--- src/sv/blc_pkg.sv ---
// Shared constants, state encoding and status struct of the linear complexity core.
`default_nettype none

package blc_pkg;

    localparam int BLC_MAX_ORDER = 10;
    localparam int ORD_W         = 4;
    localparam int UORD_W        = 5;
    localparam int CPLX_W        = 11;

    localparam logic [ORD_W-1:0] ORDER_RESET = 4'd10;

    typedef enum logic [2:0] {
        S_LOAD,
        S_FOLD,
        S_DRAIN,
        S_TAIL_RD,
        S_TAIL,
        S_PUT
    } t_seq_state;

    typedef struct packed {
        logic load_ready;
        logic publish;
    } t_seq_status;

endpackage

`default_nettype wire

--- src/sv/blc_bit_ram.sv ---
// One-bit-wide sequence memory with one write port and two registered read ports.
`default_nettype none

module blc_bit_ram #(
    parameter int AW = 10
) (
    input  wire logic          i_clk,
    input  wire logic          i_we,
    input  wire logic [AW-1:0] i_waddr,
    input  wire logic          i_wdata,
    input  wire logic [AW-1:0] i_raddr_a,
    input  wire logic [AW-1:0] i_raddr_b,
    output logic               o_rdata_a,
    output logic               o_rdata_b
);

    logic r_mem [2**AW];

    always_ff @(posedge i_clk) begin
        if (i_we) begin
            r_mem[i_waddr] <= i_wdata;
        end
    end

    always_ff @(posedge i_clk) begin
        o_rdata_a <= r_mem[i_raddr_a];
        o_rdata_b <= r_mem[i_raddr_b];
    end

endmodule

`default_nettype wire

--- src/sv/blc_fold_seq.sv ---
// Load counter, fold sequencer and the shared bit compare/XOR unit.
`default_nettype none

module blc_fold_seq
    import blc_pkg::*;
#(
    parameter int MAX_ORDER = BLC_MAX_ORDER
) (
    input  wire logic                  i_clk,
    input  wire logic                  i_rst_n,
    input  wire logic                  i_clear,
    input  wire logic                  i_bit_xfer,
    input  wire logic                  i_bit_value,
    input  wire logic [UORD_W-1:0]     i_used_order,
    input  wire logic                  i_out_free,
    input  wire logic                  i_rdata_a,
    input  wire logic                  i_rdata_b,
    output logic                       o_we,
    output logic [MAX_ORDER-1:0]       o_waddr,
    output logic                       o_wdata,
    output logic [MAX_ORDER-1:0]       o_raddr_a,
    output logic [MAX_ORDER-1:0]       o_raddr_b,
    output t_seq_status                o_status,
    output logic [MAX_ORDER:0]         o_sum
);

    localparam int AW = MAX_ORDER;
    localparam int CW = MAX_ORDER + 1;

    t_seq_state          r_state, n_state;
    logic [CW-1:0]       r_cnt, n_cnt;
    logic [UORD_W-1:0]   r_n, n_n;
    logic [AW-1:0]       r_base, n_base;
    logic [AW-1:0]       r_idx, n_idx;
    logic [AW-1:0]       r_half, n_half;
    logic [CW-1:0]       r_sum, n_sum;
    logic                r_diff, n_diff;
    logic                r_pend, n_pend;
    logic [AW-1:0]       r_waddr, n_waddr;

    logic [CW-1:0]       len;
    logic                last_bit;
    logic                bit_diff;

    assign len      = CW'(1) << i_used_order;
    assign last_bit = (r_cnt == (len - CW'(1)));
    assign bit_diff = i_rdata_a ^ i_rdata_b;

    // A write from a fold step in flight goes to the right half; loads use the port otherwise.
    assign o_we      = ((r_state == S_LOAD) && i_bit_xfer) || r_pend;
    assign o_waddr   = r_pend ? r_waddr : r_cnt[AW-1:0];
    assign o_wdata   = r_pend ? bit_diff : i_bit_value;
    assign o_raddr_a = r_base + r_idx;
    assign o_raddr_b = r_base + r_idx + r_half;
    assign o_sum     = r_sum;

    always_ff @(posedge i_clk) begin
        if (!i_rst_n) begin
            r_state <= S_LOAD;
            r_cnt   <= '0;
            r_n     <= '0;
            r_base  <= '0;
            r_idx   <= '0;
            r_half  <= '0;
            r_sum   <= '0;
            r_diff  <= 1'b0;
            r_pend  <= 1'b0;
        end else begin
            r_state <= n_state;
            r_cnt   <= n_cnt;
            r_n     <= n_n;
            r_base  <= n_base;
            r_idx   <= n_idx;
            r_half  <= n_half;
            r_sum   <= n_sum;
            r_diff  <= n_diff;
            r_pend  <= n_pend;
        end
    end

    always_ff @(posedge i_clk) begin
        r_waddr <= n_waddr;
    end

    always_comb begin
        n_state  = r_state;
        n_cnt    = r_cnt;
        n_n      = r_n;
        n_base   = r_base;
        n_idx    = r_idx;
        n_half   = r_half;
        n_sum    = r_sum;
        n_diff   = r_diff;
        n_pend   = (r_state == S_FOLD);
        n_waddr  = o_raddr_b;
        o_status = '{load_ready: (r_state == S_LOAD), publish: 1'b0};

        case (r_state)
            S_LOAD: begin
                if (i_clear) begin
                    n_cnt = '0;
                end else if (i_bit_xfer) begin
                    if (last_bit) begin
                        n_cnt  = '0;
                        n_sum  = '0;
                        n_base = '0;
                        n_idx  = '0;
                        n_half = AW'(len >> 1);
                        n_n    = i_used_order;
                        n_diff = 1'b0;
                        n_state = (i_used_order == '0) ? S_TAIL_RD : S_FOLD;
                    end else begin
                        n_cnt = r_cnt + CW'(1);
                    end
                end
            end
            S_FOLD: begin
                if (r_pend) begin
                    n_diff = r_diff | bit_diff;
                end
                if (r_idx == (r_half - AW'(1))) begin
                    n_state = S_DRAIN;
                end else begin
                    n_idx = r_idx + AW'(1);
                end
            end
            S_DRAIN: begin
                // The last pair of the pass is compared here; its XOR is written this cycle.
                if (r_diff | bit_diff) begin
                    n_base = r_base + r_half;
                    n_sum  = r_sum + CW'(r_half);
                end
                n_half  = r_half >> 1;
                n_n     = r_n - UORD_W'(1);
                n_idx   = '0;
                n_diff  = 1'b0;
                n_state = (r_n == UORD_W'(1)) ? S_TAIL_RD : S_FOLD;
            end
            S_TAIL_RD: begin
                n_state = S_TAIL;
            end
            S_TAIL: begin
                n_sum   = r_sum + CW'(i_rdata_a);
                n_state = S_PUT;
            end
            S_PUT: begin
                if (i_out_free) begin
                    o_status.publish = 1'b1;
                    n_state = S_LOAD;
                end
            end
            default: begin
                n_state = S_LOAD;
            end
        endcase
    end

endmodule

`default_nettype wire

--- src/sv/binary_linear_complexity_core.sv ---
// Top level of the binary linear complexity core (Games-Chan folding).
//
//  Channel   Signals                                   Direction
//  -------   ---------------------------------------   ---------
//  bit in    i_in_valid, o_in_stall, i_bit_value        in
//  result    o_out_valid, i_out_stall, o_complexity     out
//  config    i_cfg_we, i_cfg_data (order)               in
//
// Bits are taken one per cycle while loading; a sequence holds 2^order bits.
// After the last transfer of a sequence the block stalls its input while it
// folds: each fold pass of half length h compares h bit pairs on the
// single-bit compare/XOR unit, fed by the two read ports of the bit memory,
// and then settles the pass in a drain state; tail states read the last bit
// and a put state moves the sum into the output register. If that register is
// still held by a stalled result, the block waits until it frees up.
// Reset is synchronous and active low; it clears the load count and sets the
// order to ten. The sequence memory is not cleared: a fold only reads bits
// of the current load. Writing the order drops any partial load.
`default_nettype none

module binary_linear_complexity_core
    import blc_pkg::*;
#(
    parameter int MAX_ORDER = BLC_MAX_ORDER
) (
    input  wire logic              i_clk,
    input  wire logic              i_rst_n,
    input  wire logic              i_in_valid,
    output logic                   o_in_stall,
    input  wire logic              i_bit_value,
    output logic                   o_out_valid,
    input  wire logic              i_out_stall,
    output logic [CPLX_W-1:0]      o_complexity,
    input  wire logic              i_cfg_we,
    input  wire logic [ORD_W-1:0]  i_cfg_data
);

    localparam int AW = MAX_ORDER;
    localparam int CW = MAX_ORDER + 1;

    logic [ORD_W-1:0]   r_order;
    logic               r_out_valid, n_out_valid;
    logic [CPLX_W-1:0]  r_out_data;

    logic [UORD_W-1:0]  used_order;
    logic               bit_xfer;
    logic               out_free;
    t_seq_status        seq_status;
    logic [CW-1:0]      seq_sum;

    logic               ram_we;
    logic [AW-1:0]      ram_waddr;
    logic               ram_wdata;
    logic [AW-1:0]      ram_raddr_a;
    logic [AW-1:0]      ram_raddr_b;
    logic               ram_rdata_a;
    logic               ram_rdata_b;

    // Orders above the build limit are held as written but used saturated.
    assign used_order = ({1'b0, r_order} > UORD_W'(MAX_ORDER)) ?
                        UORD_W'(MAX_ORDER) : {1'b0, r_order};

    assign o_in_stall   = !seq_status.load_ready;
    assign bit_xfer     = i_in_valid && !o_in_stall;
    // The output register can take a new result when empty or draining this cycle.
    assign out_free     = !r_out_valid || !i_out_stall;
    assign o_out_valid  = r_out_valid;
    assign o_complexity = r_out_data;

    always_ff @(posedge i_clk) begin
        if (!i_rst_n) begin
            r_order     <= ORDER_RESET;
            r_out_valid <= 1'b0;
        end else begin
            if (i_cfg_we) begin
                r_order <= i_cfg_data;
            end
            r_out_valid <= n_out_valid;
        end
    end

    always_comb begin
        n_out_valid = r_out_valid;
        if (seq_status.publish) begin
            n_out_valid = 1'b1;
        end else if (!i_out_stall) begin
            n_out_valid = 1'b0;
        end
    end

    // The complexity is reported modulo 2^11, as the result field is 11 bits.
    always_ff @(posedge i_clk) begin
        if (seq_status.publish) begin
            r_out_data <= CPLX_W'(seq_sum);
        end
    end

    blc_fold_seq #(
        .MAX_ORDER (MAX_ORDER)
    ) u_seq (
        .i_clk        (i_clk),
        .i_rst_n      (i_rst_n),
        .i_clear      (i_cfg_we),
        .i_bit_xfer   (bit_xfer),
        .i_bit_value  (i_bit_value),
        .i_used_order (used_order),
        .i_out_free   (out_free),
        .i_rdata_a    (ram_rdata_a),
        .i_rdata_b    (ram_rdata_b),
        .o_we         (ram_we),
        .o_waddr      (ram_waddr),
        .o_wdata      (ram_wdata),
        .o_raddr_a    (ram_raddr_a),
        .o_raddr_b    (ram_raddr_b),
        .o_status     (seq_status),
        .o_sum        (seq_sum)
    );

    blc_bit_ram #(
        .AW (AW)
    ) u_ram (
        .i_clk     (i_clk),
        .i_we      (ram_we),
        .i_waddr   (ram_waddr),
        .i_wdata   (ram_wdata),
        .i_raddr_a (ram_raddr_a),
        .i_raddr_b (ram_raddr_b),
        .o_rdata_a (ram_rdata_a),
        .o_rdata_b (ram_rdata_b)
    );

    // A finished sum never exceeds the sequence length.
    a_sum_bounded: assert property (@(posedge i_clk) disable iff (!i_rst_n)
        seq_status.publish |-> (seq_sum <= (CW'(1) << used_order)))
        else $error("complexity larger than sequence length");

    // A result is never moved into an output register that still holds a stalled one.
    a_no_overwrite: assert property (@(posedge i_clk) disable iff (!i_rst_n)
        seq_status.publish |-> out_free)
        else $error("result overwrote a pending output");

    // Input transfers only happen while loading, never during a fold.
    a_stall_when_busy: assert property (@(posedge i_clk) disable iff (!i_rst_n)
        (ram_we && !bit_xfer) |-> o_in_stall)
        else $error("input not stalled during fold write");

endmodule

`default_nettype wire

--- config.mk ---
export PLATFORM = sky130hd
export DESIGN_NAME = binary_linear_complexity_core
export DESIGN_NICKNAME = d
export VERILOG_FILES = /design/src/sv/blc_pkg.sv /design/src/sv/blc_bit_ram.sv /design/src/sv/blc_fold_seq.sv /design/src/sv/binary_linear_complexity_core.sv
export SDC_FILE = /design/constraint.sdc
export NUM_CORES = 2
export LEC_CHECK = 0
export ABC_AREA = 0
export BUFFER_PORTS_ARGS = -buffer_cell sky130_fd_sc_hd__buf_4
export CAP_MARGIN = 25
export CELL_PAD_IN_SITES_DETAIL_PLACEMENT = 1
export CELL_PAD_IN_SITES_GLOBAL_PLACEMENT = 1
export CORE_MARGIN = 4
export CORE_UTILIZATION = 32
export CTS_BUF_LIST = sky130_fd_sc_hd__clkbuf_4
export DETAILED_ROUTE_END_ITERATION = 12
export PLACE_DENSITY_LB_ADDON = 0.1
export SYNTH_ARGS = -nofsm -noshare
export SYNTH_HDL_FRONTEND = slang
export SYNTH_SLANG_ARGS = --single-unit
--- constraint.sdc ---
create_clock -name i_clk -period 79 [get_ports i_clk]
set_input_delay 3.95 -clock i_clk [delete_from_list [all_inputs] [get_ports i_clk]]
set_output_delay 3.95 -clock i_clk [all_outputs]
set_load 0.02 [all_outputs]
==> run summary <==
Registers take around 0.033 mm2. Summing over every cut layer, the via total after detailed routing is 39,106. The async set or reset register ratio after synthesis came out at 0%. The half-perimeter wire length after placement came out at roughly 120,000 um.

The required time of the worst setup path is roughly 80 ns. The first-pass GRT wire length came out at 304,000 um. Of all nets on the critical path, the largest fanout is 55. The iteration-0 DRC count of the detailed router came out at 3,737. The clock latency at the later pin of the worst-skew pair came out at 1.33 ns. In this run the register-to-register setup slack is between 70 and 80 ns. The count of input and output buffers came out at 22. STA classifies the critical path endpoint as a flop. Counting I/O delays and the setup requirement, the final critical path takes 7.02 ns. The number of endpoints with negative hold slack in the final report came out at 0. The number of vias per cell after detailed routing is roughly 5.7. The number of unique standard cell types used by synthesis is 71.

The clock transition at the registers of the reported paths is 0.06 ns. The cell count after synthesis is 4,160. The total wire length after detailed routing came out at approximately 210,000 um. By area the synthesized netlist is led by sky130_fd_sc_hd__edfxtp_1 (53%), sky130_fd_sc_hd__mux4_2 (23%), sky130_fd_sc_hd__nor2_1 (7.2%).

The tool flagged a number of max-cap violations equal to 0. In this run, synthesis inferred ~1,000 flip-flops with an integrated enable. The portion of synthesized cell area occupied by the leading cell type came out at 53.1%. The number of antenna-violating nets in the routed design came out at 0. Routability-driven placement finished with a final weighted congestion of 0.759. In this run the clock root is driven by a sky130_fd_sc_hd__clkbuf_4. The warning count from the yosys run is 0. At the end of the flow, the number of nets in the layout was around 4,300. The worst endpoint data arrival time is 8.24 ns. The number of antenna violations at the first check in global routing came out at 12. The number of nets handed over by synthesis was 4,217. The overall power of the completed layout is 1.23 mW. The flow ran to the end, and the final reports show no timing, DRC or antenna violations. The post-detailed-route wirelength per cell is 30.9 um.

The achievable frequency came out at 142 MHz. The die area is 0.190 mm2. For this run, the leading register cell type out of synthesis is sky130_fd_sc_hd__edfxtp_1.

The number of buffers on the longest clock path came out at 4. The worst path meets setup with ~72 ns of slack. The growth of design area from synthesis to finish came out at 12.8%. Global routing used 22.1% of the available tracks across all layers.

In this run the post-CTS setup repair buffer count came out at 0. Row generation in the floorplan step produced 156 rows. The via count of the first global-routing pass is 40,919. Measured against its own limit, the worst slew margin works out to 27.2%. Setup violations remaining at the end of the flow were counted as 0. The clock sink total is 1,114. The total of flip-flops plus latches after synthesis is ~1,100.

The vertical extent of the die came out at 436 um. The initial core utilization is 32.3%. The worst register-to-register path ends at u_ram.o_rdata_b. Of the cells placed in the final design, the portion with a size suffix greater than 1 is 30.5%.

The total I/O pin count is 23. At the pin with the least slew margin, the transition time is 1.09 ns. The TritonCTS buffer count came out at 346. The post-cts hold buffer count came out at 0. The hold-critical path depth came out at 0. Entering global routing, the biggest net connects roughly 210 pins.

The worst setup path is launched from a flop. The post-route fraction of the period consumed by the critical path is under 10%. In this run the critical register-to-register path is launched from u_seq.r_idx[0]. The leakage power is 20.4 nW.

In this run the worst hold path is classified as flop to flop. The worst reg2reg path depth is 14. The library cells used most frequently in the layout, excluding fill and tap cells, are sky130_fd_sc_hd__nor2_1 (1,116), sky130_fd_sc_hd__edfxtp_1 (1,035), sky130_fd_sc_hd__mux4_2 (586). The remaining routing DRC violations came out at 0. The peak supply drop is 0.0000121 V.

The post-placement worst setup slack is 71.12 ns. The CTS H-tree depth came out at 5. The width of the die is 436 um. Leaving out fill and tap cells, the most frequent cell in the layout is sky130_fd_sc_hd__nor2_1. Summed over all failing endpoints, the final setup total negative slack is 0 ns. The floorplan step defined a core boundary enclosing roughly 0.18 mm2. The average instance area after synthesis came out at 14.1 um2. The max-slew violation count is 0. The startpoint identified for the worst hold timing path is u_seq.o_sum[10]. The post-synthesis cell area is 0.0585 mm2. The path with the worst hold slack has its endpoint at o_complexity[10]. The critical path is of the flop to flop type. TritonCTS built the clock tree. The largest area contributor in the netlist is sky130_fd_sc_hd__edfxtp_1. The portion of the post-synthesis area used by sequential elements is between 50% and 60%. The count of filler cells inserted in the layout came out at 18,863. The count of TritonRoute iterations in the first routing pass is 5. The power density relative to cell area came out at 18.6 mW/mm2.

The final hold slack is 0.465 ns. In the final layout, the multi-input gates occupy 0.0243 mm2. The aggregate global routing overflow is 0.

After clock tree synthesis, the repair step resized 0 gates. Between clock sinks in the finished design, the worst skew comes to approximately 0.096 ns. Setup repair after global routing left no endpoint under its margin.
critical path: stages, from the launching register on:
cell,delay (ns)
sky130_fd_sc_hd__dfxtp_1,0.43
sky130_fd_sc_hd__ha_4,0.23
sky130_fd_sc_hd__fa_4,1.11
sky130_fd_sc_hd__inv_1,0.12
sky130_fd_sc_hd__fa_4,1.25
sky130_fd_sc_hd__buf_4,0.91
sky130_fd_sc_hd__buf_4,0.81
sky130_fd_sc_hd__mux4_2,0.35
sky130_fd_sc_hd__mux2i_1,0.09
sky130_fd_sc_hd__mux4_2,0.53
sky130_fd_sc_hd__a22oi_1,0.23
sky130_fd_sc_hd__nand3_1,0.22
sky130_fd_sc_hd__o211ai_1,0.19
sky130_fd_sc_hd__o21ai_1,0.13
sky130_fd_sc_hd__a22oi_1,0.23
sequential cells by signal, summed over array words and instances (netlist names):
name / count
u_seq.r_pend: 1
u_seq.r_n: 5
u_ram.o_rdata_a: 1
o_out_valid: 1
u_seq.r_base: 10
o_complexity: 11
u_seq.r_half: 10
u_seq.r_diff: 1
r_order: 4
u_ram.o_rdata_b: 1
u_seq.r_idx: 10
u_seq.r_waddr: 10
u_ram.r_mem: 1024
u_seq.r_cnt: 11
u_seq.o_sum: 11
u_seq.r_state: 3
through the flow:
stage / std cells / cell area (um2) / util [%]
after floorplan: 4160 / 58500 / -
after global placement: 6265 / 61100 / 33.7
after detailed placement: 6293 / 61800 / 34.1
after CTS: 6870 / 65900 / 36.4
after global routing: 6879 / 66000 / 36.4
final: 6880 / 66000 / 36.4
kinds of logic after synthesis:
family                     share of synthesized area (%)
muxes                                               25.8
DFF                                                 55.8
adders and majority gates                           1.06
buffers and inverters                               3.13
and+or+nand+nor                                     10.2
AOI/OAI and AO/OA                                   3.00
xor gates and xnor gates                           0.984
worst max-delay path by stage:
| stage | slack [ns] | start | depth (start not counted) | end |
|---|---|---|---|---|
| detailed placement | 71.12 | i_bit_value | 7 | u_ram.r_mem[373] |
| global route | 71.72 | u_seq.r_idx[0] | 14 | u_ram.o_rdata_b |
| floorplan | 42.06 | i_bit_value | 2 | u_ram.r_mem[0] |
| CTS | 71.89 | u_seq.r_idx[0] | 14 | u_ram.o_rdata_b |
| global placement | 71.20 | i_bit_value | 7 | u_ram.r_mem[373] |
| finish | 71.98 | u_seq.r_idx[0] | 14 | u_ram.o_rdata_b |
routing by layer:
metal / vias up / global-route usage (%) / wire [um] / share of wire (%)
li1: 16294 / - / - / -
met1: 21115 / 29.5 / 91400 / 43
met2: 1304 / 37.1 / 104000 / 49
met3: 391 / 3.72 / 11900 / 5.6
met4: 2 / 6.23 / 5140 / 2.4
met5: - / 0 / 12 / 0.0056
cells in the mapped netlist (15+ instances only):
master,n
sky130_fd_sc_hd__nor4_1,15
sky130_fd_sc_hd__mux2_2,56
sky130_fd_sc_hd__dfxtp_1,79
sky130_fd_sc_hd__mux2i_1,126
sky130_fd_sc_hd__a211oi_1,18
sky130_fd_sc_hd__inv_1,37
sky130_fd_sc_hd__o21ai_0,43
sky130_fd_sc_hd__xnor2_1,37
sky130_fd_sc_hd__o22ai_1,36
sky130_fd_sc_hd__buf_2,79
sky130_fd_sc_hd__ha_1,43
sky130_fd_sc_hd__nor3_1,41
sky130_fd_sc_hd__a22oi_1,15
sky130_fd_sc_hd__mux4_2,586
sky130_fd_sc_hd__nor2_1,1118
sky130_fd_sc_hd__nand2_1,136
sky130_fd_sc_hd__clkbuf_1,278
sky130_fd_sc_hd__nand3_1,42
sky130_fd_sc_hd__nand2b_1,16
sky130_fd_sc_hd__nor2b_1,20
sky130_fd_sc_hd__xor2_1,25
sky130_fd_sc_hd__edfxtp_1,1035
sky130_fd_sc_hd__a21oi_1,78
power breakdown:
group          total, mW  switching (mW)  internal, mW
Sequential         0.645        0.000852         0.644
Clock              0.564           0.265         0.299
Combinational     0.0157          0.0130       0.00264
Total               1.23           0.279         0.946
cell type report:
type / count / area share [%]
multi-input combinational: 2614 / 36.8
antenna: 9 / 0.0341
tap: 2370 / 4.50
clock inverter: 72 / 0.535
sequential: 1114 / 49.5
inverter: 42 / 0.239
timing repair buffer: 154 / 2.59
clock buffer: 505 / 5.75
Note: power is estimated with default switching activity, not from simulation.
